$ cat src/dte_pkg.sv
`timescale 1ns / 1ps
// ----------------------------------------------------------------------------
// dte_pkg
// Shared constants, register map and types of the throughput estimator.
// ----------------------------------------------------------------------------
package dte_pkg;

  localparam int unsigned HistoryDepthDef = 24;
  localparam int unsigned ApbAddrW        = 4;
  localparam int unsigned ApbDataW        = 32;

  localparam logic [16:0] OneQ16     = 17'd65536;
  localparam logic [19:0] UsecPerSec = 20'd1000000;
  localparam logic [39:0] RateMax    = 40'hFF_FFFF_FFFF;
  localparam logic [47:0] PredMax    = 48'hFFFF_FFFF_FFFF;

  localparam logic [16:0] AlphaFastRst   = 17'd32768;
  localparam logic [16:0] AlphaSlowRst   = 17'd6554;
  localparam logic [4:0]  WindowLenRst   = 5'd8;
  localparam logic [16:0] BlendWeightRst = 17'd39322;

  typedef enum logic [1:0] {
    REG_ALPHA_FAST   = 2'd0,
    REG_ALPHA_SLOW   = 2'd1,
    REG_WINDOW_LEN   = 2'd2,
    REG_BLEND_WEIGHT = 2'd3
  } reg_idx_e;

  typedef struct packed {
    logic [16:0] fast_weight;
    logic [16:0] slow_weight;
    logic [4:0]  window_len;
    logic [16:0] blend_weight;
  } cfg_t;

  typedef struct packed {
    logic        start;
    logic [63:0] dividend;
    logic [63:0] divisor;
  } div_req_t;

  typedef struct packed {
    logic        done;
    logic [63:0] quotient;
  } div_rsp_t;

endpackage

$ cat src/dte_regs.sv
`timescale 1ns / 1ps
// ----------------------------------------------------------------------------
// dte_regs
// APB configuration registers: EWMA weights, window length, blend weight.
// ----------------------------------------------------------------------------
module dte_regs
  import dte_pkg::*;
(
  input  logic                clk_i,
  input  logic                rst_ni,
  input  logic                psel,
  input  logic                penable,
  input  logic                pwrite,
  input  logic [ApbAddrW-1:0] paddr,
  input  logic [ApbDataW-1:0] pwdata,
  output logic [ApbDataW-1:0] prdata,
  output logic                pready,
  output cfg_t                cfg_o
);

  cfg_t     cfg_q, cfg_d;
  reg_idx_e idx;
  logic     wr_en;

  assign idx    = reg_idx_e'(paddr[3:2]);
  assign wr_en  = psel && penable && pwrite;
  assign pready = 1'b1;

  always_comb begin
    cfg_d = cfg_q;
    if (wr_en) begin
      unique case (idx)
        REG_ALPHA_FAST:   cfg_d.fast_weight  = pwdata[16:0];
        REG_ALPHA_SLOW:   cfg_d.slow_weight  = pwdata[16:0];
        REG_WINDOW_LEN:   cfg_d.window_len   = pwdata[4:0];
        REG_BLEND_WEIGHT: cfg_d.blend_weight = pwdata[16:0];
        default:          cfg_d = cfg_q;
      endcase
    end
  end

  always_comb begin
    unique case (idx)
      REG_ALPHA_FAST:   prdata = ApbDataW'(cfg_q.fast_weight);
      REG_ALPHA_SLOW:   prdata = ApbDataW'(cfg_q.slow_weight);
      REG_WINDOW_LEN:   prdata = ApbDataW'(cfg_q.window_len);
      REG_BLEND_WEIGHT: prdata = ApbDataW'(cfg_q.blend_weight);
      default:          prdata = '0;
    endcase
  end

  always_ff @(posedge clk_i or negedge rst_ni) begin
    if (!rst_ni) begin
      cfg_q.fast_weight  <= AlphaFastRst;
      cfg_q.slow_weight  <= AlphaSlowRst;
      cfg_q.window_len   <= WindowLenRst;
      cfg_q.blend_weight <= BlendWeightRst;
    end else begin
      cfg_q <= cfg_d;
    end
  end

  assign cfg_o = cfg_q;

endmodule

$ cat config.mk
export PLATFORM = sky130hd
export DESIGN_NAME = dte_regs
export DESIGN_NICKNAME = d
export VERILOG_FILES = /design/src/dte_pkg.sv /design/src/dte_regs.sv
export SDC_FILE = /design/constraint.sdc
export NUM_CORES = 1
export LEC_CHECK = 0
export ABC_CLOCK_PERIOD_IN_PS = 2510
export BUFFER_PORTS_ARGS = -buffer_cell sky130_fd_sc_hd__buf_2
export CAP_MARGIN = 10
export CORE_UTILIZATION = 50
export CTS_CLUSTER_DIAMETER = 40
export DETAILED_ROUTE_END_ITERATION = 8
export PLACE_DENSITY = 0.86
export SLEW_MARGIN = 20
export SYNTH_ARGS = -nofsm -noshare
export SYNTH_HDL_FRONTEND = slang
export SYNTH_SLANG_ARGS = --single-unit
$ cat constraint.sdc
create_clock -name clk_i -period 2.51 [get_ports clk_i]
set_input_delay 0 -clock clk_i [delete_from_list [all_inputs] [get_ports clk_i]]
set_output_delay 0 -clock clk_i [all_outputs]
set_load 0.05 [all_outputs]
==> metrics.csv <==
metric;value;unit
outcome;complete, no violations;
drive_gt1_share;61.8;%
synth.yosys.seq_area_share;53.3;%
synth-edff-count;0;
cts_tree;built;
start_util;52.0;%
yosysWarnings;0;
vias;1927;
portBuffers;96;
place.gp.congestion;0.743;
ys_seq_elements;56;
synth_simple_gate_area_share;3.56;%
rsz0062_at_grt;false;
synth_cell_types;22;
nNetsFinal;344;
synthXorXnorAreaFrac;0;%
grt_util_all_layers;22.4;%
clockPowerShare;15.7;%
largest_reg_flops;56;
clkSinkCount;56;
synth_mux_area_share;33.7;%
boundaryPins;130;
die_area;5640;sq um
rows;26;
synth_top_area_share;36.5;%
clk_latency;0.30;ns
yosys_most_used_dff;dfrtp_1;
cts_max_level;2;
gr-total-overflow;0;
dr.pass1.iters;4;
yosys.area.top_type;dfrtp_1;
intPower;1910;uW
finClkSkew;0;ns
syn-instance-count;189;
leakagePower;0.00172;uW
start_kind;primary input;
required;2.51;ns
synth_area;2670;sq um
grt_pass1_wl;9200;um
cp_max_fo;13;
dp_hpwl;4110;um
synth_top_family_by_area;multiplexers;
critPathKind;primary input to output pin;
setup_tns;0;ns
fp.dieH;75.1;um
totalWireLength;6050;um
worstSetupEndpointType;output pin;
hp-class;primary input to register;
routed_via_density;5.15;
switchingPower;1720;uW
ant_nets;0;
min_period;1.67;ns
numCtsBuffers;5;
antenna_found_initial;0;
die_w;75.1;um
cts_root_buffer;clkbuf_8;
stdcell_count;374;
drt_iter0_markers;81;
post_cts_buffers;0;
ctsResizeCount;0;
synth_commonest_cells;mux2_2 (46), dfrtp_1 (39), buf_4 (18), dfstp_2 (17);
pwr-share-seq;36.4;%
preCtsSetupSlack;0.809;ns
critical_path_arrival;1.67;ns
worst_slack;0.840;ns
max_slew.worst_pin.slew;0.905;ns
power_density;1060;nW/um^2
yosysMostFrequentCell;mux2_2;
finalHoldViolCount;0;
drv_slew;0;
fmax;599;MHz
dp.cells;348;
grt_pass1_vias;1947;
grt_max_degree;57;
n_antenna_cell;0;
maxSlewHeadroom;39.7;%
maxCapViolCount;0;
synth_compound_area_share;2.25;%
p_sw_share;47.4;%
cts_buffer_depth;2;
async_reset_ff_share;100;%
routedWlPerCell;16.2;um
synth_area_per_cell;14.1;sq um
synth.top_cells.by_area;dfrtp_1 (37%), mux2_2 (19%), dfstp_2 (17%);
p_comb_share;48.0;%
clkTransAtPathRegs;0.09;ns
setup_viol;0;
period_share;66.5;%
synth_adder_area_share;0;%
core_area;5140;sq um
peakVddDrop;0.634;mV
area_growth;28.6;%
drc_errors;0;
-- logic make-up (layout without fill, tap and decap cells) --
kind of cell,count (synthesis),after routing
AND/OR/NAND/NOR,19,19
other,2,16
buffers and inverters,27,128
AO/OA/AOI/OAI,12,12
multiplexers,73,73
flip-flops,56,56
-- power groups by stage --
stage	Clock [uW]	Sequential [uW]	Combinational [uW]
after detailed placement	0	1330	1720
after floorplan	0	2070	614
after CTS	591	1320	1750
after global placement	0	1320	1700
final	570	1320	1740
after global routing	624	1350	1820
-- final timing paths --
| path | cells after the start | end | slack, ns | from |
|---|---|---|---|---|
| worst max-delay path | 6 | prdata[13] | 0.84 | paddr[2] |
| worst min-delay path | 4 | cfg_o[47] | 0.28 | penable |
| worst max register to register | 1 | cfg_o[13] | 1.72 | cfg_o[13] |
| worst min register to register | 1 | cfg_o[16] | 0.53 | cfg_o[16] |
| max in group asynchronous | 3 | cfg_o[36] | 1.72 | rst_ni |
| min in group asynchronous | 3 | cfg_o[37] | 0.35 | rst_ni |
-- stage by stage --
step	utilization, %	instance area [sq um]	hold WS (ns)	power (uW)
global route	66.8	3440	0.299	3800
floorplan	-	2720	-0.296	2690
finish	66.8	3440	0.284	3640
global placement	61.2	3150	0.163	3010
CTS	66.8	3440	0.274	3660
detailed placement	61.2	3150	0.173	3060
-- placed cells by master, fill, tap and decap left out, types with 5 or more instances in the layout --
cell type      Yosys  routed
buf_4             18       5
o21ai_0           12      12
dfrtp_1           39      39
conb_1             2      16
dfstp_2           17      17
mux4_2             5       5
nand2_1           12      12
buf_2              4      96
mux2_2            46      46
mux2_4            10      10
dlygate4sd3_1      0      18
mux2i_1           12      12
clkbuf_8           0       5
-- per-layer routing --
| metal | up-vias | part of all wire, % | global-route usage (%) |
|---|---|---|---|
| met5 | - | 0 | 0 |
| met1 | 972 | 41 | 26.2 |
| li1 | 863 | - | - |
| met4 | 0 | 0.96 | 6.08 |
| met2 | 86 | 52 | 40.5 |
| met3 | 6 | 6.1 | 6.16 |
-- layout make-up --
type	instances	area [sq um]
repair buffers	119	698
clock buffers	6	72.6
clock inverters	2	35.0
multi-input cells	120	1120
fillers	393	1700
well taps	70	87.6
inverters	1	3.75
flip-flops and latches	56	1420
-- worst max-delay path, stage by stage --
cell and delay [ns]:
buf_2 0.36, buf_4 0.30, and2_1 0.51, nand2_1 0.11, o21ai_0 0.09, buf_2 0.28
-- repair_timing --
action,4_1_cts,5_1_grt
endpoints found under the setup margin,0,0
endpoints found under the hold margin,95,0
hold buffers,18,0
Power figures use the tool's default switching activity.
