## config.mk

```make
export PLATFORM = sky130hd
export DESIGN_NAME = dte_ram
export DESIGN_NICKNAME = d
export VERILOG_FILES = /design/src/dte_ram.sv
export SDC_FILE = /design/constraint.sdc
export NUM_CORES = 1
export LEC_CHECK = 0
export BUFFER_PORTS_ARGS = -buffer_cell sky130_fd_sc_hd__buf_2
export CAP_MARGIN = 25
export CORE_UTILIZATION = 50
export DETAILED_ROUTE_END_ITERATION = 12
export GPL_ROUTABILITY_DRIVEN = 0
export PLACE_DENSITY = 0.63
export SLEW_MARGIN = 30
export SYNTH_ARGS = -nofsm -noshare
export SYNTH_HDL_FRONTEND = slang
export SYNTH_SLANG_ARGS = --single-unit
```

## constraint.sdc

```tcl
create_clock -name clk_i -period 3.7 [get_ports clk_i]
set_input_delay 0.555 -clock clk_i [delete_from_list [all_inputs] [get_ports clk_i]]
set_output_delay 0.555 -clock clk_i [all_outputs]
set_load 0.05 [all_outputs]
```

## src/dte_ram.sv

```systemverilog
`timescale 1ns / 1ps
// ----------------------------------------------------------------------------
// dte_ram
// Simple dual-port RAM, one write and one read port, registered read.
// ----------------------------------------------------------------------------
module dte_ram #(
  parameter int unsigned WIDTH = 32,
  parameter int unsigned DEPTH = 24,
  localparam int unsigned AW = (DEPTH > 1) ? $clog2(DEPTH) : 1
) (
  input  logic             clk_i,
  input  logic             we_i,
  input  logic [AW-1:0]    waddr_i,
  input  logic [WIDTH-1:0] wdata_i,
  input  logic [AW-1:0]    raddr_i,
  output logic [WIDTH-1:0] rdata_o
);

  logic [WIDTH-1:0] mem_q [DEPTH];
  logic [WIDTH-1:0] rdata_q;

  always_ff @(posedge clk_i) begin
    if (we_i) begin
      mem_q[waddr_i] <= wdata_i;
    end
    rdata_q <= mem_q[raddr_i];
  end

  assign rdata_o = rdata_q;

endmodule

```

==> out/results.txt, run 1 <==
most frequent cells in the layout -> 768 x edfxtp_1, 232 x mux2i_1, 98 x nand2_1, 85 x clkbuf_16, 76 x mux4_2
leading cell type in the layout, fill and taps excluded -> edfxtp_1
complex-gate fraction of the synthesized area -> 2.33%
post-synthesis simple-gate area fraction -> 3.39%
fin cells -> 2518
#FFs+latches synth -> 800
initial antenna violation count -> 2
Worst R2R Setup Slack -> 2.14 ns
gr ovfl total -> 0
switching power -> 4100 µW
htree depth -> 3
clock transition at the registers of the reported paths -> 0.06 ns
num ports -> 76
n_diodes -> 0
Fin Setup TNS -> 0 ns
CTS root buf -> clkbuf_16
path type of the worst setup path -> in2reg
RSZ-0062 raised after global routing -> false
worst skew pair latency -> 0.62 ns
status -> finished clean
Die Y-Extent -> 248 µm
WL/cell -> 27.5 µm
CTS tree -> built
IO Port Bufs -> 75
layout cells sized above 1 -> 22.6%
synthesized instance count -> 1543
antenna viol nets, final -> 0
die area -> 61600 µm²
cts repair resizes -> 0
# hold bufs at CTS -> 0
clock power share -> 42.8%
max-slew violation count -> 0
Final Setup Violations -> 0
GRT Total Usage -> 23.1%
post-CTS setup buffer count -> 0
Reg power frac -> 51.7%
DRC Markers -> 0
DR vias -> 14919
Via density -> 5.92
largest net degree at the start of global routing -> 51
vias in the first global route -> 15159
syn_area_per_cell -> 19.6 µm²
Synth Area in XOR/XNOR -> 0%
Starting Density -> 50.9%
maximum vdd drop -> 0.379 mV
cell leakage power -> 0.0118 µW
Net Sw Frac -> 21.0%
PD cells -> 561 nW/µm²
DR pass1 iterations -> 5
Iter 0 DRT Violations -> 1542
Internal Pwr Total -> 15400 µW
max cap viols -> 0
area occupied by registers -> 23700 µm²
nets -> 1721
Clock Skew -> 0.0202 ns
multi-input logic area -> 6340 µm²
area of the mapped netlist -> 30300 µm²
Hold Vio Cnt, Final -> 0
mux contribution to synthesized area -> 14.5%
Critical Path AT -> 2.54 ns
WP data required -> 4.18 ns
adder-cell area share of the yosys netlist -> 0%
fmax -> 484 MHz
Fillers -> 4359
Tcrit/Tclk final -> 55.8%
Critical path origin -> raddr_i[0]
Reg2Reg Depth -> 3
Tmin final -> 2.07 ns
Die Wd -> 248 µm
maximum clock path buffer count -> 3
total CTS buffers -> 81
Slew HR -> 37.8%
reg2reg start -> mem_q[15][31]
crit end category -> register
Hold Path Stages -> 1
Area growth syn-to-layout -> 15.1%
worst hold endpoint -> mem_q[4][30]
combinational power share -> 5.4%
Hold Startpoint -> wdata_i[30]
Netlist cell types -> 25
row count -> 89
worst min-delay path class -> in2reg
CP Launch Type -> input port
Slew @ Worst Pin -> 0.933 ns
Seq/Total Area, Yosys -> 78.3%
Post-DP HPWL -> 38.1 mm
Max FO, Critical Path -> 50
main combinational cell family by area after synthesis -> multiplexers
Routed Wire Length -> 69.1 mm
YS warnings -> 0
placed insts -> 2367
Num Clock Sinks -> 800
worst reg2reg path endpoint -> rdata_o[31]
first-pass GRT wire length -> 101 mm
syn nets -> 1587
core footprint -> 59500 µm²
-- flip-flops by register name, indices dropped and copies added, names as in the netlist --
register  flops
rdata_o      32
mem_q       768
-- worst max-delay path by stage --
stage	end	cells after the start
6_report	rdata_o[31]	5
5_1_grt	rdata_o[31]	5
4_1_cts	rdata_o[31]	5
3_5_place_dp	rdata_o[31]	5
3_3_place_gp	rdata_o[31]	5
2_1_floorplan	mem_q[20][0]	3
-- per-layer routing --
layer	GRT usage, %	routed length [µm]
met2	35.7	32400
met1	33.8	30500
met4	6.44	1270
met5	0	13
met3	4.32	4990
-- worst max-delay path, cell delays in order --
cell     delay (ns)
buf_8          0.43
buf_12         0.35
mux4_2         0.55
o21ai_0        0.44
nand3_1        0.14
-- synth_stat cells --
library cell,number,area [µm²]
buf_1,6,22.5
mux2_2,32,360
nand2_1,98,368
nor2_1,27,101
nor2_2,1,6.26
mux2i_1,232,2320
buf_6,9,101
nand4_1,32,200
mux4_2,76,1710
buf_4,13,97.6
and2_1,1,6.26
nand2b_1,1,6.26
inv_2,1,3.75
buf_2,18,90.1
or3b_2,2,17.5
nand3b_1,4,30.0
nor2b_1,3,18.8
a22oi_1,72,541
or3_1,1,6.26
nand3_1,53,265
dfxtp_1,32,641
edfxtp_1,768,23100
o21ai_0,12,60.1
a221oi_1,12,105
clkbuf_1,37,139
-- logic make-up after synthesis --
family	after synthesis
and+or+nand+nor	223
muxes	340
AOI/OAI and AO/OA	96
buffers and inverters	84
DFF	800
-- power groups by stage --
stage	sequential (µW)	clock, µW	combinational [µW]
5_1_grt	10100	8850	1130
2_1_floorplan	10400	0	498
4_1_cts	10100	8500	1070
3_5_place_dp	10300	0	1070
3_3_place_gp	10300	0	1060
6_report	10100	8380	1060
-- stage by stage --
stage | util [%] | worst slack [ns] | total power [µW] | hold slack, ns | cell area [µm²]
6_report | 58.6 | 1.63 | 19600 | 0.366 | 34900
5_1_grt | 58.6 | 1.57 | 20100 | 0.385 | 34900
4_1_cts | 58.6 | 1.68 | 19700 | 0.335 | 34900
3_5_place_dp | 54.0 | 1.04 | 11400 | 0.610 | 32100
3_3_place_gp | 54.0 | 1.06 | 11400 | 0.610 | 32100
2_1_floorplan | - | 0.739 | 10900 | 0.560 | 30300
-- area by class of cell --
cell class	instances	area share, %
inverters	1	0.0108
clock inverters	38	1.16
flip-flops and latches	800	68.0
well taps	773	2.77
clock buffers	113	6.72
repair buffers	134	3.17
multi-input cells	659	18.2
No activity file was read; power rests on OpenSTA's default activity.
==> run 2: changes to the inputs <==
- PLACE_DENSITY: 0.63 -> 0.66
- clock period: 3.7 -> 1.9 ns (I/O delays scaled with it)
==> run 2 against run 1 <==
Net effect:
- global-route usage grew 0.16 points
- via count grew 2.3%
- critical path type is now reg2out
- highest routed layer unchanged
- critical path depth shrank 4
==> out/results.txt, run 2 (synthesis gave the netlist of run 1 again) <==
crit end category -> output pin (was register)
maximum vdd drop -> 0.838 mV (was 0.379 mV)
num ports -> 76 (unchanged)
layout cells sized above 1 -> 25.9% (was 22.6%)
cell leakage power -> 0.0122 µW (was 0.0118 µW)
PD cells -> 1060 nW/µm² (was 561 nW/µm²)
die area -> 61600 µm² (unchanged)
row count -> 89 (unchanged)
Die Y-Extent -> 248 µm (unchanged)
Hold Startpoint -> raddr_i[4] (was wdata_i[30])
WL met1 -> 29.3 mm (was 30.5 mm)
Setup WS post-layout -> 0.256 ns (was 1.63 ns)
Iter 0 DRT Violations -> 1382 (was 1542)
DR pass1 iterations -> 7 (was 5)
worst skew pair latency -> 0.61 ns (was 0.62 ns)
Tmin final -> 1.64 ns
Critical Path AT -> 1.36 ns (was 2.54 ns)
crit-path cells -> buf_2 (was buf_8 > buf_12 > mux4_2 > o21ai_0 > nand3_1)
most frequent cells in the layout -> 768 x edfxtp_1, 232 x mux2i_1, 98 x nand2_1, 83 x clkbuf_16, 79 x buf_4 (was 768 x edfxtp_1, 232 x mux2i_1, 98 x nand2_1, 85 x clkbuf_16, 76 x mux4_2)
Via density -> 5.90 (was 5.92)
DR vias -> 15266 (was 14919)
Critical path origin -> rdata_o[2] (was raddr_i[0])
Clock Skew -> 0.0228 ns (was 0.0202 ns)
WP data required -> 1.62 ns (was 4.18 ns)
# hold bufs at CTS -> 0 (unchanged)
max cap viols -> 0 (unchanged)
DRC Markers -> 0 (unchanged)
RSZ-0062 raised after global routing -> false (unchanged)
worst min-delay path class -> in2reg (unchanged)
vias in the first global route -> 15512 (was 15159)
nets -> 1792 (was 1721)
Hold Slack -> 0.0832 ns (was 0.366 ns)
cts repair resizes -> 0 (unchanged)
Most flops, register -> mem_q (unchanged)
Post-DP HPWL -> 40.1 mm (was 38.1 mm)
Slew @ Worst Pin -> 0.563 ns (was 0.933 ns)
Slowest cell on crit path -> dfxtp_1 (was mux4_2)
CTS tree -> built (unchanged)
antenna viol nets, final -> 0 (unchanged)
first-pass GRT wire length -> 102 mm (was 101 mm)
cell family with most CP delay -> flip-flops (was buffers and inverters)
Fillers -> 4288 (was 4359)
Final Setup Violations -> 0 (unchanged)
core footprint -> 59500 µm² (unchanged)
max reg flops -> 768 (unchanged)
n_diodes -> 0 (unchanged)
max-slew violation count -> 0 (unchanged)
Area growth syn-to-layout -> 18.1% (was 15.1%)
Die Wd -> 248 µm (unchanged)
met3 wire length -> 4.15 mm (was 4.99 mm)
Num Clock Sinks -> 800 (unchanged)
initial antenna violation count -> 4 (was 2)
Tcrit/Tclk final -> 86.5%
CP Launch Type -> register (was input port)
maximum clock path buffer count -> 3 (unchanged)
fmax -> 608 MHz
largest net degree at the start of global routing -> 35 (was 51)
path type of the worst setup path -> reg2out (was in2reg)
CTS root buf -> clkbuf_16 (unchanged)
clock transition at the registers of the reported paths -> 0.06 ns (about the same)
Crit path largest cell delay -> 0.43 ns (was 0.55 ns)
leading cell type in the layout, fill and taps excluded -> edfxtp_1 (unchanged)
IO Port Bufs -> 75 (unchanged)
Routed Wire Length -> 69.9 mm (was 69.1 mm)
Hold Vio Cnt, Final -> 0 (unchanged)
Starting Density -> 50.9% (unchanged)
WL/cell -> 27.0 µm (was 27.5 µm)
reg2reg start -> mem_q[21][12] (was mem_q[15][31])
gr ovfl total -> 0 (unchanged)
GRT Total Usage -> 23.2% (was 23.1%)
htree depth -> 3 (unchanged)
pre-CTS setup slack -> 0.0124 ns (was 1.04 ns)
Max FO, Critical Path -> 1 (was 50)
met2 WL -> 34.7 mm (was 32.4 mm)
total CTS buffers -> 79 (was 81)
highest routed layer -> met5 (unchanged)
post-CTS setup buffer count -> 0 (unchanged)
crit path buf inv count -> 1 (was 2)
Slew HR -> 62.5% (was 37.8%)
status -> finished clean (unchanged)
## run 2: changes by cell type in the layout (fill, tap and decap cells not counted)
cell        change
clkbuf_1        -1
clkbuf_8        +1
buf_12         +32
clkinv_2        -1
inv_6           +1
bufinv_16       -1
clkinv_1        -6
clkbuf_16       -2
clkinvlp_4      +4
buf_4          +41
## run 2: worst paths after layout
check | depth (start not counted) | slack, ns | endpoint
worst max-delay path | 1 | 0.26 | rdata_o[2]
worst min-delay path | 3 | 0.08 | rdata_o[0]
worst max register to register | 4 | 0.38 | rdata_o[12]
worst min register to register | 4 | 0.63 | rdata_o[28]
## run 2: per-stage QoR
stage,TNS (ns),power [µW],cells,util (%),area [µm²]
2_1_floorplan,-206.13,21300,1543,-,30300
3_3_place_gp,-0.00710,22200,2440,55.6,33100
3_5_place_dp,0,22300,2440,55.6,33100
4_1_cts,0,38100,2586,60.1,35800
5_1_grt,0,38800,2586,60.1,35800
6_report,0,37800,2586,60.1,35800
## run 2: routing by layer
layer	up-vias	global-route usage (%)
li1	6661	-
met1	7976	32.0
met2	508	38.4
met3	115	3.46
met4	6	7.34
met5	-	0
## run 2: cell type report
cell class / count / area, µm² / area share, %
tap: 773 / 967 / 2.71
clock buffer: 111 / 2300 / 6.44
inverter: 1 / 3.75 / 0.0105
clock inverter: 35 / 387 / 1.08
timing repair buffer: 207 / 2050 / 5.75
multi-input combinational: 659 / 6340 / 17.7
sequential: 800 / 23700 / 66.3
## run 2: worst reg2reg max path: cells and delay by family, from the launching register on
kind          cells  cell delay [ns]
simple gates      2             0.24
flops             1             0.35
mux               2             0.75
## run 2: power breakdown
| group | internal [µW] | total (µW) | switching, µW |
|---|---|---|---|
| Clock | 9550 | 15900 | 6370 |
| Sequential | 19600 | 19700 | 94.0 |
| Combinational | 780 | 2180 | 1400 |
==> run 3: changes to the inputs <==
- ABC_AREA: unset -> 1
==> run 3 against run 2 <==
Net effect:
- power decreased by 1.0%
- cell count rose by 53%
- routed wire length is 20% higher
- non-clock buffer count shrank 29
- sequential share of layout area decreased by 3.5 points
- via count rose by 41%
- area after synthesis rose by 8.6%
- critical path depth did not move
- critical path type unchanged
- largest power group unchanged
==> out/results.txt, run 3 <==
row count -> 93 (was 89)
GRT Total Usage -> 25.5% (was 23.2%)
syn_area_per_cell -> 11.2 µm² (was 19.6 µm²)
YS warnings -> 0 (unchanged)
DR pass1 iterations -> 6 (was 7)
Clock Skew -> 0.0172 ns (was 0.0228 ns)
Fin Setup TNS -> 0 ns (unchanged)
max reg flops -> 768 (unchanged)
adder-cell area share of the yosys netlist -> 0% (unchanged)
Routed Wire Length -> 83.7 mm (was 69.9 mm)
Num Clock Sinks -> 800 (unchanged)
DR vias -> 21565 (was 15266)
complex-gate fraction of the synthesized area -> 3.41% (was 2.33%)
max-slew violation count -> 0 (unchanged)
crit path buf inv count -> 1 (unchanged)
share of the synthesized area in the top cell type -> 70.1% (was 76.2%)
core footprint -> 64700 µm² (was 59500 µm²)
Slew HR -> 64.6% (was 62.5%)
top post-synthesis cells by count -> 768 x edfxtp_1, 737 x nand2_1, 424 x nand3_1, 391 x inv_1, 217 x nor2_1 (was 768 x edfxtp_1, 232 x mux2i_1, 98 x nand2_1, 76 x mux4_2, 72 x a22oi_1)
Iter 0 DRT Violations -> 2041 (was 1382)
Worst R2R Setup Slack -> 0.55 ns (was 0.38 ns)
most frequent cells in the layout -> 768 x edfxtp_1, 737 x nand2_1, 424 x nand3_1, 389 x inv_1, 193 x nor2_1 (was 768 x edfxtp_1, 232 x mux2i_1, 98 x nand2_1, 83 x clkbuf_16, 79 x buf_4)
CP Launch Type -> register (unchanged)
nets -> 3068 (was 1792)
Die Y-Extent -> 258 µm (was 248 µm)
cts repair resizes -> 0 (unchanged)
Netlist cell types -> 17 (was 25)
path type of the worst setup path -> reg2out (unchanged)
Synth area leaders -> edfxtp_1 70%, nand2_1 8.4%, nand3_1 6.5% (was edfxtp_1 76%, mux2i_1 7.7%, mux4_2 5.7%)
PD cells -> 991 nW/µm² (was 1060 nW/µm²)
#FFs+latches synth -> 800 (unchanged)
initial antenna violation count -> 5 (was 4)
worst reg2reg path endpoint -> rdata_o[28] (was rdata_o[12])
Tcrit/Tclk final -> 89.8% (was 86.5%)
CTS tree -> built (unchanged)
cell family with most CP delay -> flip-flops (unchanged)
Overall Power -> 37400 µW (was 37800 µW)
DRC Markers -> 0 (unchanged)
Seq/Total Area, Yosys -> 72.1% (was 78.3%)
reg2reg start -> mem_q[2][28] (was mem_q[21][12])
Starting Density -> 50.8% (was 50.9%)
antenna viol nets, final -> 0 (unchanged)
crit-path cells -> buf_2 (unchanged)
CTS root buf -> clkbuf_16 (unchanged)
Most flops, register -> mem_q (unchanged)
maximum vdd drop -> 1.04 mV (was 0.838 mV)
Hold Path Stages -> 1 (was 3)
Max FO, Critical Path -> 1 (unchanged)
maximum clock path buffer count -> 3 (unchanged)
total CTS buffers -> 80 (was 79)
Via density -> 5.47 (was 5.90)
worst skew pair latency -> 0.64 ns (was 0.61 ns)
clock transition at the registers of the reported paths -> 0.06 ns (about the same)
worst hold endpoint -> mem_q[21][17] (was rdata_o[0])
crit end category -> output pin (unchanged)
IO Port Bufs -> 75 (unchanged)
top cell type by total area after synthesis -> edfxtp_1 (unchanged)
WP data required -> 1.62 ns (about the same)
Reg2Reg Depth -> 8 (was 4)
# hold bufs at CTS -> 0 (unchanged)
vias in the first global route -> 20895 (was 15512)
post-synthesis simple-gate area fraction -> 17.4% (was 3.39%)
Hold Startpoint -> wdata_i[17] (was raddr_i[4])
max cap viols -> 0 (unchanged)
WL/cell -> 21.2 µm (was 27.0 µm)
Area growth syn-to-layout -> 14.7% (was 18.1%)
post-CTS setup buffer count -> 0 (unchanged)
status -> finished clean (unchanged)
cell leakage power -> 0.0149 µW (was 0.0122 µW)
RSZ-0062 raised after global routing -> false (unchanged)
htree depth -> 3 (unchanged)
Synth Area in XOR/XNOR -> 0% (unchanged)
Post-synth EDFFs -> 768 (unchanged)
Final Setup Violations -> 0 (unchanged)
leading cell type in the layout, fill and taps excluded -> edfxtp_1 (unchanged)
syn nets -> 2970 (was 1587)
fin cells -> 3945 (was 2586)
asr flop ratio synth -> 0% (unchanged)
Post-DP HPWL -> 45.9 mm (was 40.1 mm)
Critical Path AT -> 1.42 ns (was 1.36 ns)
synthesized instance count -> 2926 (was 1543)
Slowest cell on crit path -> dfxtp_1 (unchanged)
Die Wd -> 258 µm (was 248 µm)
layout cells sized above 1 -> 10.3% (was 25.9%)
gr ovfl total -> 0 (unchanged)
Hold Vio Cnt, Final -> 0 (unchanged)
fmax -> 586 MHz (was 608 MHz)
die area -> 66800 µm² (was 61600 µm²)
num ports -> 76 (unchanged)
area of the mapped netlist -> 32900 µm² (was 30300 µm²)
mux contribution to synthesized area -> 0% (was 14.5%)
placed insts -> 3797 (was 2440)
Tmin final -> 1.71 ns (was 1.64 ns)
Crit path largest cell delay -> 0.45 ns (was 0.43 ns)
main flop type after synthesis -> edfxtp_1 (unchanged)
worst min-delay path class -> in2reg (unchanged)
main combinational cell family by area after synthesis -> simple AND/OR/NAND/NOR gates (was multiplexers)
first-pass GRT wire length -> 127 mm (was 102 mm)
largest net degree at the start of global routing -> 103 (was 35)
most frequent cell after synthesis -> edfxtp_1 (unchanged)
Slew @ Worst Pin -> 0.531 ns (was 0.563 ns)
run 3: cell types whose count changed after synthesis, moves of 32 or more:
cell / before / now
o211ai_1: 0 / 64
mux2_2: 32 / 0
nor2_1: 27 / 217
mux2i_1: 232 / 0
nand2_1: 98 / 737
nand4_1: 32 / 0
mux4_2: 76 / 0
nand3_1: 53 / 424
inv_1: 0 / 391
a22oi_1: 72 / 0
buf_2: 18 / 52
o21ai_0: 12 / 111
run 3: cell type report:
cell class                      count  area, µm²
Antenna cell                        1       2.50
Tap cell                          855       1070
Inverter                          393       1500
Fill cell                        5199      27000
Multi-Input combinational cell   1571       7010
Clock buffer                      114       2220
Sequential cell                   800      23700
Clock inverter                     33        284
Timing Repair Buffer              178       1960
run 3: cells by family (layout without fill, tap and decap cells):
family          after synthesis  after routing
compound gates              192            192
other cells                   0              1
simple gates               1379           1379
flops                       800            800
buf+inv                     555            718
run 3: routing by layer:
layer / track usage (%) / up-vias / share of wire [%]
met1: 34.7 / 10436 / 41
li1: - / 9992 / -
met5: 0 / - / 0.047
met4: 10.6 / 10 / 3.6
met2: 40.3 / 944 / 46
met3: 5.13 / 183 / 8.6
run 3: how the worst max path moves through the flow:
stage	start	end	slack, ns	cells past startpoint
final	rdata_o[2]	rdata_o[2]	0.19	1
after global routing	rdata_o[2]	rdata_o[2]	0.16	1
after CTS	rdata_o[2]	rdata_o[2]	0.16	1
after detailed placement	raddr_i[0]	rdata_o[5]	0.12	8
after global placement	raddr_i[0]	rdata_o[5]	0.19	8
after floorplan	waddr_i[1]	mem_q[21][0]	-0.43	3
run 3: stage by stage:
stage               util [%]  hold WS, ns  area, µm²  setup WS (ns)
floorplan                  -        0.384      32900         -0.430
global placement        54.5        0.589      35200          0.193
detailed placement      54.5        0.602      35200          0.124
CTS                     58.3       0.0504      37700          0.158
global route            58.3       0.0766      37700          0.162
finish                  58.3       0.0876      37700          0.194
run 3: report_power, final:
group          switching [µW]  internal [µW]  total [µW]  leakage (µW)
Combinational            1880            716        2590       0.00646
Clock                    6540           8580       15100       0.00122
Sequential               92.2          19600       19700       0.00719
