### config.mk
export PLATFORM = sky130hd
export DESIGN_NAME = dte_div
export DESIGN_NICKNAME = d
export VERILOG_FILES = /design/src/dte_pkg.sv /design/src/dte_div.sv
export SDC_FILE = /design/constraint.sdc
export NUM_CORES = 1
export LEC_CHECK = 0
export BUFFER_PORTS_ARGS = -buffer_cell sky130_fd_sc_hd__buf_2
export CORE_UTILIZATION = 40
export CTS_CLUSTER_SIZE = 24
export DETAILED_ROUTE_END_ITERATION = 8
export PLACE_DENSITY = 0.67
export SKIP_LAST_GASP = 1
export SLEW_MARGIN = 15
export SYNTH_ARGS = -nofsm -noshare
export SYNTH_HDL_FRONTEND = slang
export SYNTH_SLANG_ARGS = --single-unit
export TNS_END_PERCENT = 100
### constraint.sdc
create_clock -name clk_i -period 6.3 [get_ports clk_i]
set_clock_uncertainty 0.15 [all_clocks]
set_input_delay 1.26 -clock clk_i [delete_from_list [all_inputs] [get_ports clk_i]]
set_output_delay 1.26 -clock clk_i [all_outputs]
set_load 0.02 [all_outputs]
### src/dte_pkg.sv
`timescale 1ns / 1ps
// ----------------------------------------------------------------------------
// dte_pkg
// Shared constants, register map and types of the throughput estimator.
// ----------------------------------------------------------------------------
package dte_pkg;

  localparam int unsigned HistoryDepthDef = 24;
  localparam int unsigned ApbAddrW        = 4;
  localparam int unsigned ApbDataW        = 32;

  localparam logic [16:0] OneQ16     = 17'd65536;
  localparam logic [19:0] UsecPerSec = 20'd1000000;
  localparam logic [39:0] RateMax    = 40'hFF_FFFF_FFFF;
  localparam logic [47:0] PredMax    = 48'hFFFF_FFFF_FFFF;

  localparam logic [16:0] AlphaFastRst   = 17'd32768;
  localparam logic [16:0] AlphaSlowRst   = 17'd6554;
  localparam logic [4:0]  WindowLenRst   = 5'd8;
  localparam logic [16:0] BlendWeightRst = 17'd39322;

  typedef enum logic [1:0] {
    REG_ALPHA_FAST   = 2'd0,
    REG_ALPHA_SLOW   = 2'd1,
    REG_WINDOW_LEN   = 2'd2,
    REG_BLEND_WEIGHT = 2'd3
  } reg_idx_e;

  typedef struct packed {
    logic [16:0] fast_weight;
    logic [16:0] slow_weight;
    logic [4:0]  window_len;
    logic [16:0] blend_weight;
  } cfg_t;

  typedef struct packed {
    logic        start;
    logic [63:0] dividend;
    logic [63:0] divisor;
  } div_req_t;

  typedef struct packed {
    logic        done;
    logic [63:0] quotient;
  } div_rsp_t;

endpackage

### src/dte_div.sv
`timescale 1ns / 1ps
// ----------------------------------------------------------------------------
// dte_div
// 64 by 64 bit restoring divider, one quotient bit per cycle.
// ----------------------------------------------------------------------------
module dte_div
  import dte_pkg::*;
(
  input  logic     clk_i,
  input  logic     rst_ni,
  input  div_req_t req_i,
  output div_rsp_t rsp_o
);

  logic        busy_q, busy_d;
  logic        done_q, done_d;
  logic [5:0]  cnt_q, cnt_d;
  logic [64:0] rem_q, rem_d;
  logic [63:0] quo_q, quo_d;
  logic [63:0] dvs_q, dvs_d;
  logic [64:0] shifted;

  always_comb begin
    busy_d  = busy_q;
    done_d  = 1'b0;
    cnt_d   = cnt_q;
    rem_d   = rem_q;
    quo_d   = quo_q;
    dvs_d   = dvs_q;
    shifted = {rem_q[63:0], quo_q[63]};
    if (req_i.start) begin
      busy_d = 1'b1;
      cnt_d  = '0;
      rem_d  = '0;
      quo_d  = req_i.dividend;
      dvs_d  = req_i.divisor;
    end else if (busy_q) begin
      if (shifted >= {1'b0, dvs_q}) begin
        rem_d = shifted - {1'b0, dvs_q};
        quo_d = {quo_q[62:0], 1'b1};
      end else begin
        rem_d = shifted;
        quo_d = {quo_q[62:0], 1'b0};
      end
      cnt_d = cnt_q + 6'd1;
      if (cnt_q == 6'd63) begin
        busy_d = 1'b0;
        done_d = 1'b1;
      end
    end
  end

  always_ff @(posedge clk_i or negedge rst_ni) begin
    if (!rst_ni) begin
      busy_q <= 1'b0;
      done_q <= 1'b0;
      cnt_q  <= '0;
    end else begin
      busy_q <= busy_d;
      done_q <= done_d;
      cnt_q  <= cnt_d;
    end
  end

  always_ff @(posedge clk_i) begin
    rem_q <= rem_d;
    quo_q <= quo_d;
    dvs_q <= dvs_d;
  end

  assign rsp_o.done     = done_q;
  assign rsp_o.quotient = quo_q;

endmodule

==> results of run 1 <==
-- cell usage in the layout, fill, tap and decap left out, types with 12 or more instances in the layout --
| cell | instances |
|---|---|
| dfxtp_1 | 64 |
| mux2_2 | 65 |
| xor2_1 | 25 |
| edfxtp_1 | 128 |
| ha_1 | 65 |
| buf_2 | 194 |
| a31oi_1 | 12 |
| inv_1 | 82 |
| nor3_1 | 19 |
| nand3_1 | 15 |
| clkbuf_16 | 17 |
| o21bai_1 | 17 |
| o21ai_0 | 51 |
| nor2_1 | 83 |
| a21oi_1 | 87 |
| a21o_1 | 27 |
| a311oi_1 | 37 |
| nand4_1 | 22 |
| xnor2_1 | 32 |
| and3_1 | 15 |
| nand2_1 | 159 |
-- power by group --
part | switching [mW] | total, mW | internal, mW
Sequential | 0.0382 | 1.52 | 1.48
Combinational | 0.246 | 0.413 | 0.167
Clock | 0.587 | 1.17 | 0.580
-- final cells by class --
class | instances | area share, %
Clock buffer | 17 | 3.10
Clock inverter | 15 | 1.41
Timing Repair Buffer | 202 | 7.54
Inverter | 86 | 2.35
Multi-Input combinational cell | 876 | 43.3
Tap cell | 384 | 3.50
Sequential cell | 200 | 38.8
-- worst max-delay path by stage --
stage | start | to | slack (ns) | cells past startpoint
after floorplan | req_i[128] | quo_q[0]$_DFFE_PP_ | 2.74 | 4
after global routing | dvs_q[37]$_DFFE_PP_ | rem_q[40]$_SDFFE_PP0P_ | 1.87 | 12
final | dvs_q[37]$_DFFE_PP_ | rem_q[40]$_SDFFE_PP0P_ | 2.16 | 12
after global placement | dvs_q[37]$_DFFE_PP_ | rem_q[20]$_SDFFE_PP0P_ | 2.31 | 12
after CTS | dvs_q[37]$_DFFE_PP_ | rem_q[36]$_SDFFE_PP0P_ | 2.18 | 12
after detailed placement | dvs_q[37]$_DFFE_PP_ | rem_q[36]$_SDFFE_PP0P_ | 2.23 | 12
-- layer usage --
| metal | vias up | track usage, % | share of wire, % |
|---|---|---|---|
| met1 | 4608 | 26.4 | 44 |
| li1 | 4787 | - | - |
| met3 | 29 | 4.89 | 6.9 |
| met4 | 2 | 5.48 | 1.5 |
| met5 | - | 0 | 0.046 |
| met2 | 329 | 33.6 | 47 |
-- registers in the layout, summed over array words and instances, names as in the netlist --
signal,flops
busy_q,1
quo_q,64
rem_q,64
dvs_q,64
done_q,1
cnt_q,6
-- stage by stage --
stage,hold WS (ns),cell area [sq um]
6_report,0.339,13700
5_1_grt,0.369,13700
4_1_cts,0.344,13700
3_5_place_dp,0.333,13100
3_3_place_gp,0.316,13100
2_1_floorplan,0.292,11800
-- kinds of logic after synthesis --
family	count (synthesis)
simple gates	367
compound gates	310
flops	200
buf+inv	144
mux	76
fa+ha+maj	66
xor+xnor	57
-- worst min-delay path, cell delays in order, from the launching register on --
cell     delay (ns)
dfxtp_1        0.33
nand2_1        0.05
o21ai_0        0.06
==> results.json, run 1 <==
{
  "r2r_start": "dvs_q[37]$_DFFE_PP_",
  "synth_top_area_share_pct": 32.5,
  "setup_viol": 0,
  "synth-async-reset-ratio_pct": 4.00,
  "tns_ns": 0,
  "timing.final.crit_share_pct": 65.8,
  "fillers": 2766,
  "rsz0062_at_grt": "false",
  "vias": 9755,
  "cts_buffers": 17,
  "clk_pin_slew_ns": 0.08,
  "grt_pass1_vias": 9579,
  "setup_ws_ns": 2.16,
  "power_density_nw_per_um2": 226,
  "maxSlewViolCount": 0,
  "status": "complete, no violations",
  "post-route-drc-count": 0,
  "cp_common_cell": "nand2_1",
  "drt_wl_total_um": 30600,
  "yosysTopAreaCell": "edfxtp_1",
  "preCtsSetupSlack_ns": 2.23,
  "dr.pass1.iters": 6,
  "worstPathCellList": "inv_1 > ha_1 > and4_4 > nand2_1 > or3_1 > or3_4 > o21ai_2 > a211oi_2 > nor2_4 > buf_4 > nand2_1 > a311oi_1",
  "ioPinCount": 196,
  "drv_cap": 0,
  "hold_depth": 2,
  "ys_seq_elements": 200,
  "grt_max_degree": 92,
  "startpoint_type": "register",
  "place_congestion": 0.919,
  "root_buffer": "clkbuf_16",
  "total_power_mw": 3.10,
  "final_cells": 1780,
  "grt_antenna_before_repair": 2,
  "min_from": "rem_q[4]$_SDFFE_PP0P_",
  "crit_slowest_cell": "nor2_4",
  "crit_family": "simple AND/OR/NAND/NOR gates",
  "nNetsFinal": 1580,
  "reg2reg_depth": 12,
  "avgSynthCellArea_sq_um": 9.69,
  "maxSlewHeadroom_pct": 35.4,
  "cp_slowest_stage_delay_ns": 0.60,
  "reg2reg_to": "rem_q[40]$_SDFFE_PP0P_",
  "yosysMostFrequentCell": "nand2_1",
  "worst_pin_slew_ns": 0.970,
  "ys.flop_type": "edfxtp_1",
  "drtIter0Drc": 815,
  "clockBufferDepth": 2,
  "r2r_setup_slack_ns": 2.16,
  "cts_tree": "yes",
  "area_growth_pct": 16.1,
  "antenna_cells": 0,
  "die_w_um": 174,
  "crit_arrival_ns": 4.34,
  "synth_compound_area_share_pct": 17.5,
  "synthTopCellsByCount": "nand2_1 (159), edfxtp_1 (128), a21oi_1 (87)",
  "drive_gt1_share_pct": 22.8,
  "muxShareOfSynthArea_pct": 7.13,
  "required_ns": 6.49,
  "die_area_sq_um": 30200,
  "synth_top_family_by_area": "compound AO/OA/AOI/OAI gates",
  "multiInputGateArea_sq_um": 5940,
  "cts_resized": 0,
  "synth_cell_types": 73,
  "synthXorXnorAreaFrac_pct": 4.22,
  "critical_path_class": "register to register",
  "port_buffers": 195,
  "post_cts_buffers": 0,
  "drt-wirelength-per-cell_um": 17.2,
  "overflow": 0,
  "cp_max_fo": 26,
  "seq_area_sq_um": 5330,
  "synth_simple_gate_area_share_pct": 14.3,
  "syn_area_sq_um": 11800,
  "yosys.area_share.adder_pct": 7.05,
  "initial_core_util_pct": 41.0,
  "grt_pass1_wl_um": 49300,
  "synth_edf_count": 128,
  "die-height_um": 174,
  "ys_warn_count": 0,
  "p_leak_nw": 5.86,
  "final_antenna_net_count": 0,
  "dp.cells": 1748,
  "cts.sinks": 200,
  "ys_seq_area_share_pct": 45.1,
  "critPathBufInv": 2,
  "hold_class": "register to register",
  "hpwl_um": 22300,
  "endpoint_kind": "register",
  "holdPathEnd": "rem_q[4]$_SDFFE_PP0P_",
  "fmax_mhz": 241,
  "hold_viol": 0,
  "min_period_ns": 4.14,
  "syn_nets": 1417,
  "clk_latency_ns": 0.45,
  "synthTopCellsByArea": "edfxtp_1 (33%), dfxtp_1 (11%), ha_1 (6.9%)",
  "fin_util_pct": 47.5,
  "syn-instance-count": 1220,
  "h-tree-depth": 4,
  "core_sq_um": 28900,
  "track_usage_pct": 20.3,
  "vdd_drop_max_uv": 210,
  "viasPerCell": 5.48,
  "ctsHoldBuffers": 0,
  "rows": 62
}
Note: power is estimated with default switching activity, not from simulation.
==> run 2, diff against run 1 <==
==> constraint.sdc (replaced) <==
create_clock -name clk_i -period 4.2 [get_ports clk_i]
set_clock_uncertainty 0.15 [all_clocks]
set_input_delay 0.84 -clock clk_i [delete_from_list [all_inputs] [get_ports clk_i]]
set_output_delay 0.84 -clock clk_i [all_outputs]
set_load 0.02 [all_outputs]
==> results.json, run 2 (same netlist as run 1, synthesis figures left out) <==
{
  "vdd_drop_max_uv": 285,
  "clk_latency_ns": 0.45,
  "timing.final.crit_share_pct": 89.3,
  "fillers": 2743,
  "cp_max_fo": 23,
  "mostFrequentLayoutCells": "buf_2 (194), nand2_1 (159), edfxtp_1 (128)",
  "clk_pin_slew_ns": 0.08,
  "status": "complete, no violations",
  "drive_gt1_share_pct": 23.4,
  "endpoint_kind": "register",
  "fin_util_pct": 47.8,
  "h-tree-depth": 4,
  "final_common_cell": "buf_2",
  "drt-wirelength-per-cell_um": 17.1,
  "final_cells": 1792,
  "drt_wl_total_um": 30700,
  "die-height_um": 174,
  "place_area_sq_um": 13200,
  "dp.cells": 1761,
  "cts_buffers": 17,
  "antenna_cells": 0,
  "area_growth_pct": 16.7,
  "total_power_mw": 4.57,
  "viasPerCell": 5.48,
  "core_sq_um": 28900,
  "critical_path_class": "register to register",
  "required_ns": 4.40,
  "worst_pin_slew_ns": 0.876,
  "die_area_sq_um": 30200,
  "setup_viol": 0,
  "tns_ns": 0,
  "setup_ws_ns": 0.448,
  "p_leak_nw": 5.90,
  "vias": 9823,
  "power_density_nw_per_um2": 331,
  "track_usage_pct": 20.4,
  "hpwl_um": 22800,
  "cts_tree": "yes",
  "startpoint_type": "register",
  "port_buffers": 195,
  "clockBufferDepth": 2,
  "maxSlewHeadroom_pct": 41.6,
  "grt_max_degree": 85,
  "whs_ns": 0.0695,
  "maxSlewViolCount": 0,
  "cts.sinks": 200,
  "rsz0062_at_grt": "false",
  "die_w_um": 174,
  "fmax_mhz": 267,
  "grt_pass1_vias": 9719,
  "drtIter0Drc": 654,
  "overflow": 0,
  "largestRegisters": "dvs_q: 64 flops, quo_q: 64 flops, rem_q: 64 flops",
  "cts_resized": 0,
  "hold_class": "input port to asynchronous set/reset pin",
  "drv_cap": 0,
  "final_antenna_net_count": 0,
  "rows": 62,
  "nNetsFinal": 1593,
  "hold_viol": 0,
  "ctsHoldBuffers": 0,
  "place_congestion": 0.922,
  "initial_core_util_pct": 41.0,
  "preCtsSetupSlack_ns": 0.500,
  "crit_arrival_ns": 3.95,
  "ioPinCount": 196,
  "grt_antenna_before_repair": 1,
  "min_period_ns": 3.75,
  "post_cts_buffers": 0,
  "grt_pass1_wl_um": 49200,
  "post-route-drc-count": 0,
  "dr.pass1.iters": 5,
  "finalInstanceArea_sq_um": 13800,
  "root_buffer": "clkbuf_16"
}
## run 2: cell types whose count changed in the layout (fill, tap and decap cells not counted), sizes merged
cell and change:
buf +13, clkinv -2, clkinvlp +2, inv -1
## run 2: path summary, 6_finish.rpt
| kind | from | endpoint | slack, ns | depth (start not counted) |
|---|---|---|---|---|
| min reg2reg | rem_q[9]$_SDFFE_PP0P_ | rem_q[9]$_SDFFE_PP0P_ | 0.34 | 2 |
| min | rst_ni | done_q$_DFF_PN0_ | 0.07 | 1 |
| max reg2reg | dvs_q[37]$_DFFE_PP_ | rem_q[37]$_SDFFE_PP0P_ | 0.45 | 11 |
| max | dvs_q[37]$_DFFE_PP_ | rem_q[37]$_SDFFE_PP0P_ | 0.45 | 11 |
| min in group clk_i | rem_q[9]$_SDFFE_PP0P_ | rem_q[9]$_SDFFE_PP0P_ | 0.34 | 2 |
| max in group asynchronous | rst_ni | busy_q$_DFF_PN0_ | 3.64 | 1 |
## run 2: worst max-delay path: stages, from the launching register on
cell and delay, ns:
edfxtp_1 0.34, inv_1 0.04, ha_1 0.48, and4_4 0.31, nand2_1 0.06, or3_1 0.41
or3_4 0.42, o21ai_2 0.20, a211o_2 0.21, nand2_4 0.20, or4_1 0.59, a311oi_1 0.26
## run 2: layout make-up
| cell class | count | area, sq um | area share (%) |
|---|---|---|---|
| inverter | 86 | 323 | 2.34 |
| clock buffer | 17 | 425 | 3.08 |
| tap | 384 | 480 | 3.48 |
| sequential | 200 | 5330 | 38.6 |
| timing repair buffer | 215 | 1140 | 8.30 |
| clock inverter | 14 | 156 | 1.13 |
| multi-input combinational | 876 | 5940 | 43.0 |
## run 2: routing by layer
layer | up-vias | track usage, % | part of all wire, %
met5 | - | 0 | 0
met4 | 0 | 5.59 | 1.5
met3 | 39 | 4.69 | 6.5
met2 | 330 | 34.6 | 48
met1 | 4648 | 26.0 | 44
li1 | 4806 | - | -
## run 2: power by group
part	switching, mW	leakage, nW	internal (mW)
Clock	0.818	0.280	0.844
Combinational	0.370	3.70	0.252
Sequential	0.0577	1.93	2.23
==> run 3, diff against run 2 <==
--- a/config.mk
+++ b/config.mk
@@ -5,11 +5,12 @@
 export SDC_FILE = /design/constraint.sdc
 export NUM_CORES = 1
 export LEC_CHECK = 0
+export ABC_AREA = 1
 export BUFFER_PORTS_ARGS = -buffer_cell sky130_fd_sc_hd__buf_2
 export CORE_UTILIZATION = 40
 export CTS_CLUSTER_SIZE = 24
 export DETAILED_ROUTE_END_ITERATION = 8
-export PLACE_DENSITY = 0.67
+export PLACE_DENSITY = 0.66
 export SKIP_LAST_GASP = 1
 export SLEW_MARGIN = 15
 export SYNTH_ARGS = -nofsm -noshare
==> results.json, run 3 <==
{
  "status": "complete, no violations",
  "min_period_ns": 3.54,
  "mostFrequentLayoutCells": "nand2_1 (921), inv_1 (429), buf_2 (194)",
  "required_ns": 4.39,
  "synth-async-reset-ratio_pct": 4.00,
  "avgSynthCellArea_sq_um": 6.60,
  "area_growth_pct": 13.6,
  "port_buffers": 195,
  "r2r_setup_slack_ns": 0.66,
  "track_usage_pct": 25.7,
  "p_sw_share_pct": 29.8,
  "die_area_sq_um": 36700,
  "yosysMostFrequentCell": "nand2_1",
  "viasPerCell": 4.82,
  "ctsHoldBuffers": 0,
  "drt-wirelength-per-cell_um": 16.1,
  "total_power_mw": 4.64,
  "fillers": 3761,
  "syn_nets": 2375,
  "cts.sinks": 200,
  "fmax_mhz": 283,
  "combPwrFrac_pct": 14.9,
  "clockBufferDepth": 2,
  "synthTopCellsByArea": "edfxtp_1 (27%), nand2_1 (24%), inv_1 (11%)",
  "p_switching_mw": 1.38,
  "synth_top_area_share_pct": 26.7,
  "power_density_nw_per_um2": 284,
  "setup_viol": 0,
  "crit_arrival_ns": 3.73,
  "timing.final.crit_share_pct": 84.3,
  "hold_class": "input port to asynchronous set/reset pin",
  "maxSlewHeadroom_pct": 39.7,
  "clk_pin_slew_ns": 0.09,
  "hpwl_um": 36300,
  "hold_viol": 0,
  "cts_buffers": 17,
  "rows": 69,
  "final_antenna_net_count": 0,
  "place_congestion": 1.04,
  "synth_edf_count": 128,
  "synth_cell_types": 40,
  "syn_area_sq_um": 14400,
  "die-height_um": 192,
  "vias": 13600,
  "maxSlewViolCount": 0,
  "syn-instance-count": 2178,
  "initial_core_util_pct": 40.5,
  "yosysTopAreaCell": "edfxtp_1",
  "core_sq_um": 35500,
  "p_int_mw": 3.26,
  "grt_pass1_vias": 13400,
  "vdd_drop_max_uv": 312,
  "ys.flop_type": "edfxtp_1",
  "h-tree-depth": 4,
  "grt_pass1_wl_um": 71600,
  "overflow": 0,
  "rsz0062_at_grt": "false",
  "root_buffer": "clkbuf_16",
  "ys_seq_area_share_pct": 37.1,
  "largestRegisters": "dvs_q: 64 flops, quo_q: 64 flops, rem_q: 64 flops",
  "cp_max_fo": 46,
  "clk_latency_ns": 0.47,
  "ys_seq_elements": 200,
  "dr.pass1.iters": 6,
  "nNetsFinal": 2550,
  "grt_antenna_before_repair": 2,
  "p_leak_nw": 9.16,
  "startpoint_type": "register",
  "drtIter0Drc": 829,
  "tns_ns": 0,
  "drive_gt1_share_pct": 12.9,
  "die_w_um": 192,
  "seqPwrFrac_pct": 49.0,
  "critical_path_class": "register to register",
  "worst_pin_slew_ns": 0.905,
  "grt_max_degree": 68,
  "post-route-drc-count": 0,
  "cts_tree": "yes",
  "post_cts_buffers": 0,
  "endpoint_kind": "register",
  "p_clk_share_pct": 36.1,
  "drt_wl_total_um": 45500,
  "synthTopCellsByCount": "nand2_1 (921), inv_1 (430), nand3_1 (131)",
  "cts_resized": 0,
  "ys_warn_count": 0,
  "final_common_cell": "nand2_1",
  "drv_cap": 0,
  "ioPinCount": 196
}
run 3: changes by cell type in the layout (fill, tap and decap cells not counted), moves of 22 or more:
cell      delta
o21ai_0     -28
a311oi_1    -37
nand2_1    +762
mux2_2      -65
a21o_1      -27
nor2_1      +22
a21oi_1     -38
nand3b_1    +34
xor2_1      -22
inv_1      +347
nand3_1    +116
run 3: per-stage QoR:
stage / setup WS [ns] / utilization, % / std cells / hold WS, ns / instance area, sq um
finish: 0.661 / 46.0 / 2828 / 0.0525 / 16300
global route: 0.323 / 46.0 / 2827 / 0.0409 / 16300
CTS: 0.635 / 46.0 / 2827 / 0.0363 / 16300
detailed placement: 0.648 / 44.4 / 2795 / 0.309 / 15700
global placement: 0.741 / 44.4 / 2795 / 0.309 / 15700
floorplan: 0.394 / - / 2178 / 0.294 / 14400
run 3: metal layers:
layer / GRT usage [%] / wire length, um / vias to the layer above
met1: 33.6 / 20700 / 6173
met3: 4.85 / 3030 / 57
li1: - / - / 6993
met2: 42.5 / 20600 / 406
met5: 0 / 13 / -
met4: 8.42 / 1150 / 2
run 3: worst paths after layout:
path,end,start,depth (start not counted)
min,done_q$_DFF_PN0_,rst_ni,1
min in group clk_i,rem_q[30]$_SDFFE_PP0P_,rem_q[30]$_SDFFE_PP0P_,2
max reg2reg,rem_q[17]$_SDFFE_PP0P_,dvs_q[36]$_DFFE_PP_,17
max in group asynchronous,cnt_q[3]$_DFFE_PN0P_,rst_ni,1
min reg2reg,rem_q[30]$_SDFFE_PP0P_,rem_q[30]$_SDFFE_PP0P_,2
max,rem_q[17]$_SDFFE_PP0P_,dvs_q[36]$_DFFE_PP_,17
run 3: critical path: stages (launching register included):
cell,delay [ns]
edfxtp_1,0.37
inv_1,0.10
ha_1,0.28
nand2_1,0.16
inv_1,0.05
nand2_1,0.06
nand2_1,0.09
nand2_1,0.10
nand2_1,0.11
nand2_1,0.09
nand2_1,0.07
nand2_1,0.06
nand2_1,0.07
nor2_4,0.52
buf_4,0.70
nand3_1,0.18
nand3_1,0.15
o21ai_0,0.08
run 3: cells by family after synthesis:
family	count (synthesis)	share of synthesized area [%]
compound gates	107	4.02
xor+xnor	31	1.89
fa+ha+maj	66	5.80
buf+inv	497	13.8
flops	200	37.1
simple gates	1277	37.5
run 3: cell type report:
cell class / count / area [sq um] / share of cell area (%)
antenna: 1 / 2.50 / 0.0153
clock buffer: 19 / 433 / 2.65
sequential: 200 / 5330 / 32.6
clock inverter: 13 / 145 / 0.889
timing repair buffer: 205 / 1080 / 6.61
inverter: 448 / 1680 / 10.3
multi-input combinational: 1481 / 7080 / 43.4
tap: 461 / 577 / 3.53
run 3: power groups by stage:
stage               Sequential, mW  Clock, mW  Combinational, mW
floorplan                     2.38          0              0.366
global placement              2.32          0              0.683
detailed placement            2.32          0              0.691
CTS                           2.28       1.72              0.692
global route                  2.29       1.79              0.765
finish                        2.27       1.67              0.690
